<file path="src/design/swdr_pkg.sv">
// Package for the stepper wave-drive ramp block: types, register indexes and
// numeric constants. It has no dependencies and is compiled first.
package swdr_pkg;

    // Field and register widths.
    localparam int SPEED_W  = 14;
    localparam int SPR_W    = 13;
    localparam int ACCEL_W  = 16;
    localparam int MS_W     = 24;
    localparam int DELAY_W  = 32;
    localparam int CFG_W    = 16;

    // Datapath widths.
    localparam int D_W      = SPEED_W + SPR_W;       // speed times steps per rev
    localparam int LIM_W    = ACCEL_W + MS_W + 1;    // ramp end bound
    localparam int FAST_W   = 31;                    // fast-end delay
    localparam int SLOW_W   = 30;                    // slow-end delay
    localparam int DIFF_W   = 32;                    // signed span of the ramp
    localparam int PROD_W   = 56;                    // elapsed times span
    localparam int QUO_W    = 32;                    // divider quotient bits
    localparam int DIV_CNT_W = $clog2(QUO_W);

    // Numeric constants.
    localparam logic [LIM_W-1:0]  MIN_DELAY_US = LIM_W'(50);
    localparam logic [QUO_W-1:0]  FAST_NUM     = QUO_W'(1600000000);

    // Configuration register indexes.
    typedef enum logic [1:0] {
        CFG_SPEED = 2'd0,
        CFG_SPR   = 2'd1,
        CFG_ACCEL = 2'd2
    } cfg_idx_t;

    localparam logic [SPEED_W-1:0] SPEED_RESET = SPEED_W'(960);
    localparam logic [SPR_W-1:0]   SPR_RESET   = SPR_W'(200);
    localparam logic [ACCEL_W-1:0] ACCEL_RESET = ACCEL_W'(500);

    // Controller states.
    typedef enum logic [3:0] {
        ST_IDLE,
        ST_PREP,
        ST_LOAD1,
        ST_DIV1,
        ST_BOUND,
        ST_MUL,
        ST_LOAD2,
        ST_DIV2,
        ST_FIN
    } state_t;

    // Commands from the controller to the datapath.
    typedef struct packed {
        logic load_in;
        logic calc;
        logic div_load1;
        logic div_load2;
        logic div_step;
        logic bound;
        logic mul;
        logic load_out;
    } cmd_t;

    // Status from the datapath to the controller.
    typedef struct packed {
        logic done_flag;
        logic div_last;
    } status_t;

endpackage

</file>
<file path="src/design/swdr_ctrl.sv">
// Controller state machine of the stepper wave-drive ramp: sequences the
// datapath and owns both handshakes. Depends on swdr_pkg.
module swdr_ctrl (
    input  logic              clk,
    input  logic              rst_n,
    input  logic              in_valid,
    output logic              in_stall,
    output logic              out_valid,
    input  logic              out_stall,
    input  swdr_pkg::status_t status,
    output swdr_pkg::cmd_t    cmd
);

    swdr_pkg::state_t state_reg, state_next;
    logic             out_valid_reg, out_valid_next;
    logic             out_free;

    assign out_free = !out_valid_reg || !out_stall;

    always_comb
    begin
        state_next = state_reg;
        case (state_reg)
            swdr_pkg::ST_IDLE:  if (in_valid) state_next = swdr_pkg::ST_PREP;
            swdr_pkg::ST_PREP:  state_next = status.done_flag ? swdr_pkg::ST_FIN
                                                              : swdr_pkg::ST_LOAD1;
            swdr_pkg::ST_LOAD1: state_next = swdr_pkg::ST_DIV1;
            swdr_pkg::ST_DIV1:  if (status.div_last) state_next = swdr_pkg::ST_BOUND;
            swdr_pkg::ST_BOUND: state_next = swdr_pkg::ST_MUL;
            swdr_pkg::ST_MUL:   state_next = swdr_pkg::ST_LOAD2;
            swdr_pkg::ST_LOAD2: state_next = swdr_pkg::ST_DIV2;
            swdr_pkg::ST_DIV2:  if (status.div_last) state_next = swdr_pkg::ST_FIN;
            swdr_pkg::ST_FIN:   if (out_free) state_next = swdr_pkg::ST_IDLE;
            default:            state_next = swdr_pkg::ST_IDLE;
        endcase
    end

    always_comb
    begin
        cmd      = '0;
        in_stall = 1'b1;
        case (state_reg)
            swdr_pkg::ST_IDLE:
            begin
                in_stall    = 1'b0;
                cmd.load_in = in_valid;
            end
            swdr_pkg::ST_PREP:  cmd.calc      = 1'b1;
            swdr_pkg::ST_LOAD1: cmd.div_load1 = 1'b1;
            swdr_pkg::ST_DIV1:  cmd.div_step  = 1'b1;
            swdr_pkg::ST_BOUND: cmd.bound     = 1'b1;
            swdr_pkg::ST_MUL:   cmd.mul       = 1'b1;
            swdr_pkg::ST_LOAD2: cmd.div_load2 = 1'b1;
            swdr_pkg::ST_DIV2:  cmd.div_step  = 1'b1;
            swdr_pkg::ST_FIN:   cmd.load_out  = out_free;
            default:            cmd           = '0;
        endcase
    end

    always_comb
    begin
        out_valid_next = out_valid_reg;
        if (cmd.load_out)
        begin
            out_valid_next = 1'b1;
        end
        else if (!out_stall)
        begin
            out_valid_next = 1'b0;
        end
    end

    always_ff @(posedge clk or negedge rst_n)
    begin
        if (!rst_n)
        begin
            state_reg     <= swdr_pkg::ST_IDLE;
            out_valid_reg <= 1'b0;
        end
        else
        begin
            state_reg     <= state_next;
            out_valid_reg <= out_valid_next;
        end
    end

    assign out_valid = out_valid_reg;

endmodule

</file>
<file path="config.mk">
export PLATFORM = sky130hd
export DESIGN_NAME = swdr_ctrl
export DESIGN_NICKNAME = d
export VERILOG_FILES = /design/src/design/swdr_pkg.sv /design/src/design/swdr_ctrl.sv
export SDC_FILE = /design/constraint.sdc
export NUM_CORES = 1
export LEC_CHECK = 0
export BUFFER_PORTS_ARGS = -buffer_cell sky130_fd_sc_hd__buf_2
export CAP_MARGIN = 20
export CELL_PAD_IN_SITES_DETAIL_PLACEMENT = 1
export CELL_PAD_IN_SITES_GLOBAL_PLACEMENT = 1
export CORE_MARGIN = 2
export CORE_UTILIZATION = 26
export DETAILED_ROUTE_END_ITERATION = 7
export HOLD_SLACK_MARGIN = 0.06
export PLACE_DENSITY_LB_ADDON = 0.08
export SLEW_MARGIN = 15
export SYNTH_ARGS = -nofsm -noshare
export SYNTH_HDL_FRONTEND = slang
export SYNTH_SLANG_ARGS = --single-unit
</file>
<file path="constraint.sdc">
create_clock -name clk -period 1 [get_ports clk]
set_input_delay 0.05 -clock clk [delete_from_list [all_inputs] [get_ports clk]]
set_output_delay 0.05 -clock clk [all_outputs]
set_load 0.01 [all_outputs]
</file>
Word-level counts from Yosys, hierarchy flattened
Cells that the tools add are included.

Mux-type cells: 17. Reductions and logical operators: 6. Eq/ne operators: 13.

Operators with widths (number): 4-bit case mux with 9 select lines (1); 4-bit two-way mux (5); 4-bit by 3-bit == test with 1-bit output, second input constant (4); 1-bit two-way mux (11); 4-bit by 2-bit == test with 1-bit output, second input constant (2); 2-bit inequality test, second input constant (4); 4-bit by 1-bit == test with 1-bit output, second input constant (1); 4-bit == test, second input constant (1); 4-bit logical NOT (1); 4-bit AND reduction (1); 1-bit logical NOT (2); 2-bit by 1-bit inequality test with 1-bit output, second input constant (1); 2-bit OR reduction (1); 1-bit logical OR (1).

Word-level logic and storage cells: 38. Bits of input ports: 6. Register bits after elaboration: 5.

Logic depth before layout (Yosys ltp)
Gate-level depths: netlist (run 1).

Depth after elaboration: 4. Mapped depth: 5.

Worst setup path after synthesis (run 1)
Ideal clock, no wire load.

Kind: register to output. From: reg state_reg[0]. To: out cmd[0] in the netlist's numbering. Path buffers: 2. Cell stages (with the launch flop): 6. Data required time: 0.950 ns. Arrival: 0.991 ns. Slack: -0.041 ns. Cells stage by stage: dfrtp_1 buf_2 nor2_2 nand3b_1 a21oi_1 buf_4.

RTL lines: start, declared (line swdr_ctrl.sv:14) `swdr_pkg::state_t state_reg, state_next;`; start signal, assigned (line swdr_ctrl.sv:77) `state_reg <= swdr_pkg::ST_IDLE;`; start signal, assigned (line swdr_ctrl.sv:82) `state_reg <= state_next;`; end, declared (line swdr_ctrl.sv:11) `output swdr_pkg::cmd_t cmd`.

==> results of run 1 <==
per-stage QoR:
stage / hold WS (ns) / total power [mW] / cell area, sq um / cells / util, %
floorplan: -0.246 / 0.984 / 350 / 43 / -
global placement: -0.132 / 1.23 / 440 / 72 / 34.7
detailed placement: -0.131 / 1.27 / 440 / 72 / 34.7
CTS: 0.150 / 1.79 / 569 / 85 / 44.9
global route: 0.171 / 2.11 / 621 / 87 / 48.9
finish: 0.152 / 1.94 / 621 / 87 / 48.9
power groups by stage:
stage / combinational, mW / sequential (mW) / clock, mW
global route: 1.35 / 0.483 / 0.270
global placement: 0.748 / 0.485 / 0
finish: 1.23 / 0.467 / 0.241
CTS: 1.07 / 0.470 / 0.252
detailed placement: 0.774 / 0.499 / 0
floorplan: 0.665 / 0.319 / 0
cell usage in the layout, fill, tap and decap left out, types with 2 or more instances in the layout:
master         count
dlygate4sd3_1      2
nand2_1            5
buf_6              4
nor3_2             2
nor2_1             7
buf_2             14
clkbuf_4           3
buf_4              9
nor3_1             2
dfrtp_2            4
nand2b_1           2
per-layer routing:
metal	routed length (microns)	share of wire (%)	track usage (%)	up-vias
met4	0	0	5.00	0
li1	-	-	-	200
met3	64	5.5	10.0	0
met5	0	0	0	-
met1	434	38	17.1	189
met2	655	57	27.0	11
area by class of cell:
cell class	instances	share of cell area [%]
repair buffers	30	35.9
flip-flops and latches	5	21.0
inverters	2	1.21
clock buffers	4	4.23
multi-input cells	31	34.7
well taps	15	3.02
critical path, stage by stage, from the launching register on:
cell and delay [ns]:
dfrtp_2 0.44, nand2b_1 0.22, nor3_1 0.14, buf_2 0.15
logic make-up after synthesis:
group                  count (synthesis)  synth area share, %
flip-flops                             5                 36.2
AO/OA/AOI/OAI                          5                 13.0
AND/OR/NAND/NOR                       25                 36.2
XOR/XNOR                               1                 2.54
buffers and inverters                  7                 12.0
worst max path at each step:
stage	start	end	slack (ns)	cells past startpoint
after global placement	state_reg[1]$_DFFE_PN0P_	cmd[0]	-0.08	4
after global routing	state_reg[1]$_DFFE_PN0P_	cmd[6]	-0.33	3
final	state_reg[1]$_DFFE_PN0P_	cmd[6]	-0.26	3
after detailed placement	state_reg[1]$_DFFE_PN0P_	cmd[0]	-0.11	4
after floorplan	state_reg[1]$_DFFE_PN0P_	cmd[0]	-0.02	5
after CTS	state_reg[1]$_DFFE_PN0P_	cmd[0]	-0.25	4
timing repair:
action,in CTS,in global routing
hold endpoints to repair,6,0
gates resized for setup,7,8
hold buffers,2,0
endpoints found under the setup margin,13,14
setup buffers,7,3
pin swaps,2,2
==> results_dict.tcl, run 1 <==
set metrics [dict create \
    cts_root_buf "clkbuf_4" \
    hold_viol 0 \
    p_int_mw 1.15 \
    antenna_left 0 \
    endpoint_kind "output pin" \
    synth-edff-count 0 \
    multi_input_area_sq_um 215 \
    cp-start-kind "flop" \
    tns_ns -2.25 \
    synthToLayoutAreaGrowth_pct 79.7 \
    synthTopCellsByCount "7 x nor2_1, 6 x nand2_1, 5 x dfrtp_1" \
    cellLeakagePower_nw 0.315 \
    timing.rr.start "state_reg[1]$_DFFE_PN0P_" \
    die_w_microns 40.4 \
    grt_pass1_wl_microns 1680 \
    die-area_sq_um 1640 \
    p_per_area_nw_per_um2 3130 \
    rsz0062_at_grt "yes" \
    required_ns 0.95 \
    antenna_found_initial 0 \
    antenna_cells 0 \
    dpl.hpwl_microns 757 \
    gp_congestion 0.773 \
    slew_headroom_pct 87.7 \
    synth_most_common_cell "nor2_1" \
    cp_max_fo 6 \
    cts_sinks 5 \
    io_pins 16 \
    yosysSeqAreaShare_pct 36.2 \
    synth_area_leaders "dfrtp_1 36%, nor2_1 7.6%, nand2_1 6.5%, nor3_1 5.8%, a2bb2oi_1 5.1%" \
    finalCritPeriodShare_pct 126 \
    clk_latency_ns 0.25 \
    cap_violations 0 \
    fillCellCount 163 \
    grt_usage_pct 16.4 \
    cts_buffer_depth 2 \
    ys_types 21 \
    synthesis.area_sq_um 345 \
    final-setup-viol-count 13 \
    core_sq_um 1270 \
    ys.warnings.count 0 \
    final_max_slew_viol_count 0 \
    reg2reg_setup_slack_ns -0.14 \
    critical_path_class "flop to output pin" \
    reg2reg_to "state_reg[0]$_DFFE_PN0P_" \
    tightest_slew_ns 0.184 \
    cp.arrival_ns 1.21 \
    swShare_pct 40.8 \
    syn_nets 49 \
    dr.pass1.iters 2 \
    period_needed_ns 1.26 \
    violations "setup timing" \
    cts_tree "built" \
    setup_slack_ns -0.259 \
    drt-total-wl_microns 1150 \
    die_h_microns 40.4 \
    fin_worst_skew_ns 0.00192 \
    ff2ff_path_depth 4 \
    wl_per_cell_microns 13.3 \
    syn_area_per_cell_sq_um 8.03 \
    first_iter_violations 6 \
    yosys.area.top_type "dfrtp_1" \
    fmax_mhz 795 \
    peakVddDrop_v 0.00114 \
    first_global_vias 397 \
    synth_cells 43 \
    netlist.area_leader.share_pct 36.2 \
    grt-ovfl-total 0 \
    port_buffers 15 \
    clk_pin_slew_worst_paths_ns 0.05 \
    grt_max_degree 8 \
    pwr-share-comb_pct 63.5 \
    vias 400 \
    htree_levels 1 \
    run_status "finished, violations left" \
    nets 79 \
    largest_register_ffs 4 \
    rows 13 \
    ys_ff_latch 5 \
    hold_path.class "input pin to asynchronous set/reset pin" \
    ys.flop_type "dfrtp_1" \
    regArea_sq_um 130 \
    p_sw_mw 0.793 \
    p_seq_share_pct 24.0 \
    cts_inserted_buffers 3 \
    viasPerCell 4.60 \
    route.detailed.drc 0 \
    clockPowerShare_pct 12.4 \
    ys_async_sr_fraction_pct 100 \
    start_util_pct 27.2 \
    place_ws_ns -0.113 \
    drive_gt1_share_pct 62.5 \
]
Power figures use the tool's default switching activity.
==> run 2, diff against run 1 <==
CORE_AREA = 2 2 39 41   (was unset)
CORE_MARGIN = unset   (was 2)
CORE_UTILIZATION = unset   (was 26)
CTS_BUF_LIST = sky130_fd_sc_hd__clkbuf_4 sky130_fd_sc_hd__clkbuf_8   (was unset)
CTS_CLUSTER_SIZE = 10   (was unset)
DIE_AREA = 0 0 41 43   (was unset)
MAX_ROUTING_LAYER = met4   (was unset)
==> run 2 against run 1 <==
The flow still finishes with violations (setup timing). Critical path depth is 1 higher. Clock skew grew 0.0036 ns. Clock-buffer cell count is the same. Worst hold slack worse by 0.072 ns. Largest cell class is now multi-input combinational cells. Sequential power decreased by 2%. Core utilization decreased by 2.8 points. Highest routed layer unchanged.
==> results_dict.tcl, run 2 (synthesis gave the netlist of run 1 again) <==
set metrics [dict create \
    pwr-share-comb_pct 64.9 \
    route.detailed.drc 0 \
    drive_gt1_share_pct 68.9 \
    crit_chain "nor2_4 > nand3b_1 > a21oi_1 > buf_2" \
    p_int_mw 1.23 \
    grt-ovfl-total 0 \
    drt-total-wl_microns 1070 \
    cellLeakagePower_nw 0.331 \
    max_stage_delay_ns 0.46 \
    clockPowerShare_pct 12.5 \
    most-common-layout-cells "14 x buf_2, 13 x buf_4, 7 x nor2_1" \
    crit_start "state_reg[1]$_DFFE_PN0P_" \
    violations "setup timing" \
    period_needed_ns 1.23 \
    min_path_cells 3 \
    power_mw 2.03 \
    fin_worst_skew_ns 0.00551 \
    crit_slowest_cell "dfrtp_2" \
    wl_per_cell_microns 11.8 \
    cts_tree "built" \
    cap_violations 0 \
    rsz0062_at_grt "yes" \
    antenna_cells 0 \
    hold_ws_ns 0.0802 \
    cp_max_fo 7 \
    run_status "finished, violations left" \
    cts_inserted_buffers 3 \
    start_util_pct 25.0 \
    rows 14 \
    final-setup-viol-count 13 \
    path_buf_inv 1 \
    antenna_found_initial 0 \
    cts_root_buf "clkbuf_4" \
    port_buffers 15 \
    fmax_mhz 816 \
    timing.rr.start "state_reg[1]$_DFFE_PN0P_" \
    utilization_pct 46.1 \
    cts_sinks 5 \
    tns_ns -2.00 \
    ff2ff_path_depth 4 \
    clk_pin_slew_worst_paths_ns 0.05 \
    cts_buffer_depth 2 \
    dpl.hpwl_microns 757 \
    crit_cells 4 \
    antenna_left 0 \
    hold_viol 0 \
    slew_headroom_pct 87.6 \
    die_h_microns 43 \
    synthToLayoutAreaGrowth_pct 84.8 \
    p_per_area_nw_per_um2 3180 \
    peakVddDrop_v 0.00127 \
    p_sw_mw 0.794 \
    critPathTopFamily "flip-flops" \
    dp_cells 75 \
    grt_max_degree 8 \
    io_pins 16 \
    critical_path_class "flop to output pin" \
    hold_path.class "input pin to flop" \
    setup_slack_ns -0.226 \
    final_max_slew_viol_count 0 \
    grt_usage_pct 13.7 \
    tightest_slew_ns 0.185 \
    grt_pass1_wl_microns 1640 \
    htree_levels 1 \
    vias 406 \
    dr.pass1.iters 4 \
    gp_congestion 0.726 \
    required_ns 0.95 \
    viasPerCell 4.51 \
    swShare_pct 39.2 \
    nets 81 \
    die_w_microns 41 \
    fillCellCount 183 \
    first_global_vias 409 \
    reg2reg_to "state_reg[0]$_DFFE_PN0P_" \
    clk_latency_ns 0.24 \
    cp-start-kind "flop" \
    die-area_sq_um 1760 \
    finalCritPeriodShare_pct 123 \
    p_seq_share_pct 22.6 \
    layout_commonest_cell "buf_2" \
    endpoint_kind "output pin" \
    fin_cells 90 \
    largest_register_ffs 4 \
    critPathCapture "cmd[0]" \
    core_sq_um 1380 \
    first_iter_violations 3 \
    reg2reg_setup_slack_ns -0.18 \
    cp.arrival_ns 1.18 \
]
-- run 2: changes by cell type in the layout (fill, tap and decap cells not counted), sizes merged --
cell | previous run | this run
buf | 28 | 31
dlygate4sd3 | 2 | 1
-- run 2: timing repair --
item,CTS,global route
gates resized for setup,9,7
setup buffers,7,3
hold buffers,1,0
pin swaps,2,3
cloned,0,0
hold endpoints to repair,5,0
endpoints found under the setup margin,13,13
-- run 2: tightest hold or removal path, delay by kind of cell --
family / cells / cell delay, ns
AND/OR/NAND/NOR: 2 / 0.14
buffers and inverters: 1 / 0.09
-- run 2: layout make-up --
| type | instances | area [sq um] | area share [%] |
|---|---|---|---|
| clock buffer | 4 | 30.0 | 4.71 |
| inverter | 2 | 7.51 | 1.18 |
| multi-input combinational | 31 | 228 | 35.7 |
| sequential | 5 | 130 | 20.4 |
| tap | 16 | 20.0 | 3.14 |
| timing repair buffer | 32 | 223 | 34.9 |
-- run 2: per-stage QoR --
step | instance area (sq um) | setup WS [ns]
after global routing | 638 | -0.308
after global placement | 457 | -0.0907
after detailed placement | 457 | -0.133
final | 638 | -0.226
after floorplan | 350 | -0.0182
after CTS | 579 | -0.240
-- run 2: per-layer routing --
layer | wire (microns) | share of wire [%] | GRT usage (%) | up-vias
li1 | - | - | - | 201
met1 | 426 | 40 | 17.6 | 195
met2 | 590 | 55 | 20.6 | 10
met3 | 49 | 4.6 | 1.57 | 0
met4 | 0 | 0 | 6.00 | 0
met5 | 0 | 0 | - | -
-- run 2: worst min-delay path by stage --
stage | from | to
after floorplan | rst_n | out_valid$_DFFE_PN0P_
after global placement | rst_n | out_valid$_DFFE_PN0P_
after detailed placement | rst_n | out_valid$_DFFE_PN0P_
after CTS | out_stall | out_valid$_DFFE_PN0P_
after global routing | out_stall | out_valid$_DFFE_PN0P_
final | out_stall | out_valid$_DFFE_PN0P_
-- run 2: power groups by stage --
| stage | Combinational, mW | Sequential [mW] | Clock (mW) |
|---|---|---|---|
| after global placement | 0.815 | 0.476 | 0 |
| after CTS | 1.09 | 0.466 | 0.259 |
| after floorplan | 0.665 | 0.319 | 0 |
| final | 1.32 | 0.458 | 0.254 |
| after detailed placement | 0.838 | 0.480 | 0 |
| after global routing | 1.44 | 0.481 | 0.278 |
==> run 3, diff against run 2 <==
clock period = 1.2 ns   (was 1 ns; I/O delays follow)
==> run 3 against run 2 <==
The flow still finishes with violations (setup timing). Clock skew fell by 0.0052 ns. Power fell by 28%. Global-route usage rose by 0.86 points. Sequential cell count did not move. Core utilization fell by 5.0 points. Highest routed layer unchanged.
==> results_dict.tcl, run 3 (synthesis gave the netlist of run 1 again) <==
set metrics [dict create \
    die_h_microns 43 \
    ff2ff_path_depth 4 \
    largest_register_ffs 4 \
    grt_pass1_wl_microns 1640 \
    fmax_mhz 795 \
    port_buffers 15 \
    gp_congestion 0.640 \
    clk_pin_slew_worst_paths_ns 0.04 \
    slew_headroom_pct 86.1 \
    cts_root_buf "clkbuf_4" \
    first_iter_violations 3 \
    cp.arrival_ns 1.20 \
    crit_start "state_reg[0]$_DFFE_PN0P_" \
    critPathCapture "cmd[0]" \
    final_max_slew_viol_count 0 \
    layout_commonest_cell "buf_2" \
    peakVddDrop_v 0.000975 \
    antenna_found_initial 0 \
    setup_slack_ns -0.0578 \
    grt_max_degree 8 \
    cts_sinks 5 \
    power_mw 1.46 \
    run_status "finished, violations left" \
    final-setup-viol-count 3 \
    start_util_pct 25.0 \
    violations "setup timing" \
    grt_usage_pct 14.5 \
    grt-ovfl-total 0 \
    p_per_area_nw_per_um2 2560 \
    cp-start-kind "flop" \
    most-common-layout-cells "15 x buf_2, 11 x buf_4, 7 x nor2_1" \
    dr.pass1.iters 4 \
    cts_buffer_depth 2 \
    hold_ws_ns 0.0819 \
    tns_ns -0.0773 \
    hold_path.class "input pin to flop" \
    antenna_cells 0 \
    dpl.hpwl_microns 687 \
    hold_viol 0 \
    required_ns 1.14 \
    endpoint_kind "output pin" \
    rsz0062_at_grt "yes" \
    wl_per_cell_microns 11.7 \
    die-area_sq_um 1760 \
    place_ws_ns 0.0419 \
    antenna_left 0 \
    cts_inserted_buffers 3 \
    finalCritPeriodShare_pct 105 \
    core_sq_um 1380 \
    synthToLayoutAreaGrowth_pct 64.9 \
    reg2reg_setup_slack_ns 0.04 \
    vias 387 \
    cts_tree "built" \
    viasPerCell 4.55 \
    clk_latency_ns 0.24 \
    utilization_pct 41.1 \
    drive_gt1_share_pct 63.8 \
    route.detailed.drc 0 \
    cellLeakagePower_nw 0.300 \
    cp_max_fo 4 \
    drt-total-wl_microns 998 \
    first_global_vias 414 \
    cap_violations 0 \
    nets 76 \
    die_w_microns 41 \
    tightest_slew_ns 0.208 \
    period_needed_ns 1.26 \
    io_pins 16 \
    htree_levels 1 \
    timing.rr.start "state_reg[1]$_DFFE_PN0P_" \
    critical_path_class "flop to output pin" \
    rows 14 \
    fin_worst_skew_ns 0.000300 \
    reg2reg_to "state_reg[3]$_DFFE_PN0P_" \
]
[run 3: changes by cell type in the layout (fill, tap and decap cells not counted), sizes merged]
cell | before | now
buf | 31 | 26
[run 3: cell type report]
| class | instances | area, sq um |
|---|---|---|
| multi-input cells | 31 | 214 |
| clock buffers | 4 | 30.0 |
| inverters | 2 | 7.51 |
| fillers | 176 | 815 |
| flip-flops and latches | 5 | 130 |
| repair buffers | 27 | 168 |
| well taps | 16 | 20.0 |
[run 3: what timing repair did]
action	in CTS	in global routing
endpoints found under the hold margin	5	0
gates cloned	0	0
setup buffers	9	1
pin swaps	0	2
resized for setup	7	4
setup endpoints to repair	7	9
hold buffers	1	0
[run 3: layer usage]
layer  track usage [%]  wire length (microns)  vias to the layer above
met4              10.0                      0                        0
met2              22.8                    581                       12
met5                 -                      0                        -
met3              3.14                     63                        0
met1              15.1                    354                      181
li1                  -                      -                      194
[run 3: how the worst min path moves through the flow]
stage              start                       end  slack [ns]  cells after the start
2_1_floorplan      rst_n     out_valid$_DFFE_PN0P_       -0.24                      0
3_3_place_gp       rst_n  state_reg[3]$_DFFE_PN0P_       -0.12                      1
3_5_place_dp       rst_n  state_reg[3]$_DFFE_PN0P_       -0.12                      1
4_1_cts        out_stall     out_valid$_DFFE_PN0P_        0.07                      3
5_1_grt        out_stall     out_valid$_DFFE_PN0P_        0.09                      3
6_report       out_stall     out_valid$_DFFE_PN0P_        0.08                      3
[run 3: through the flow]
stage                     cells  instance area [sq um]
after floorplan              43                    345
after global placement       70                    414
after detailed placement     70                    414
after CTS                    84                    544
after global routing         85                    569
final                        85                    569
[run 3: worst max-delay path, stage by stage, from the launching register on]
cell and delay [ns]:
dfrtp_2 0.43, nor2_4 0.13, nand3b_1 0.11, a21oi_1 0.14
buf_2 0.15
[run 3: report_power, final]
| part | leakage (nW) | switching (mW) | internal [mW] |
|---|---|---|---|
| registers | 0.0593 | 0.101 | 0.252 |
| clock network | 0.0184 | 0.0637 | 0.148 |
| logic | 0.222 | 0.440 | 0.454 |
| total | 0.300 | 0.605 | 0.854 |
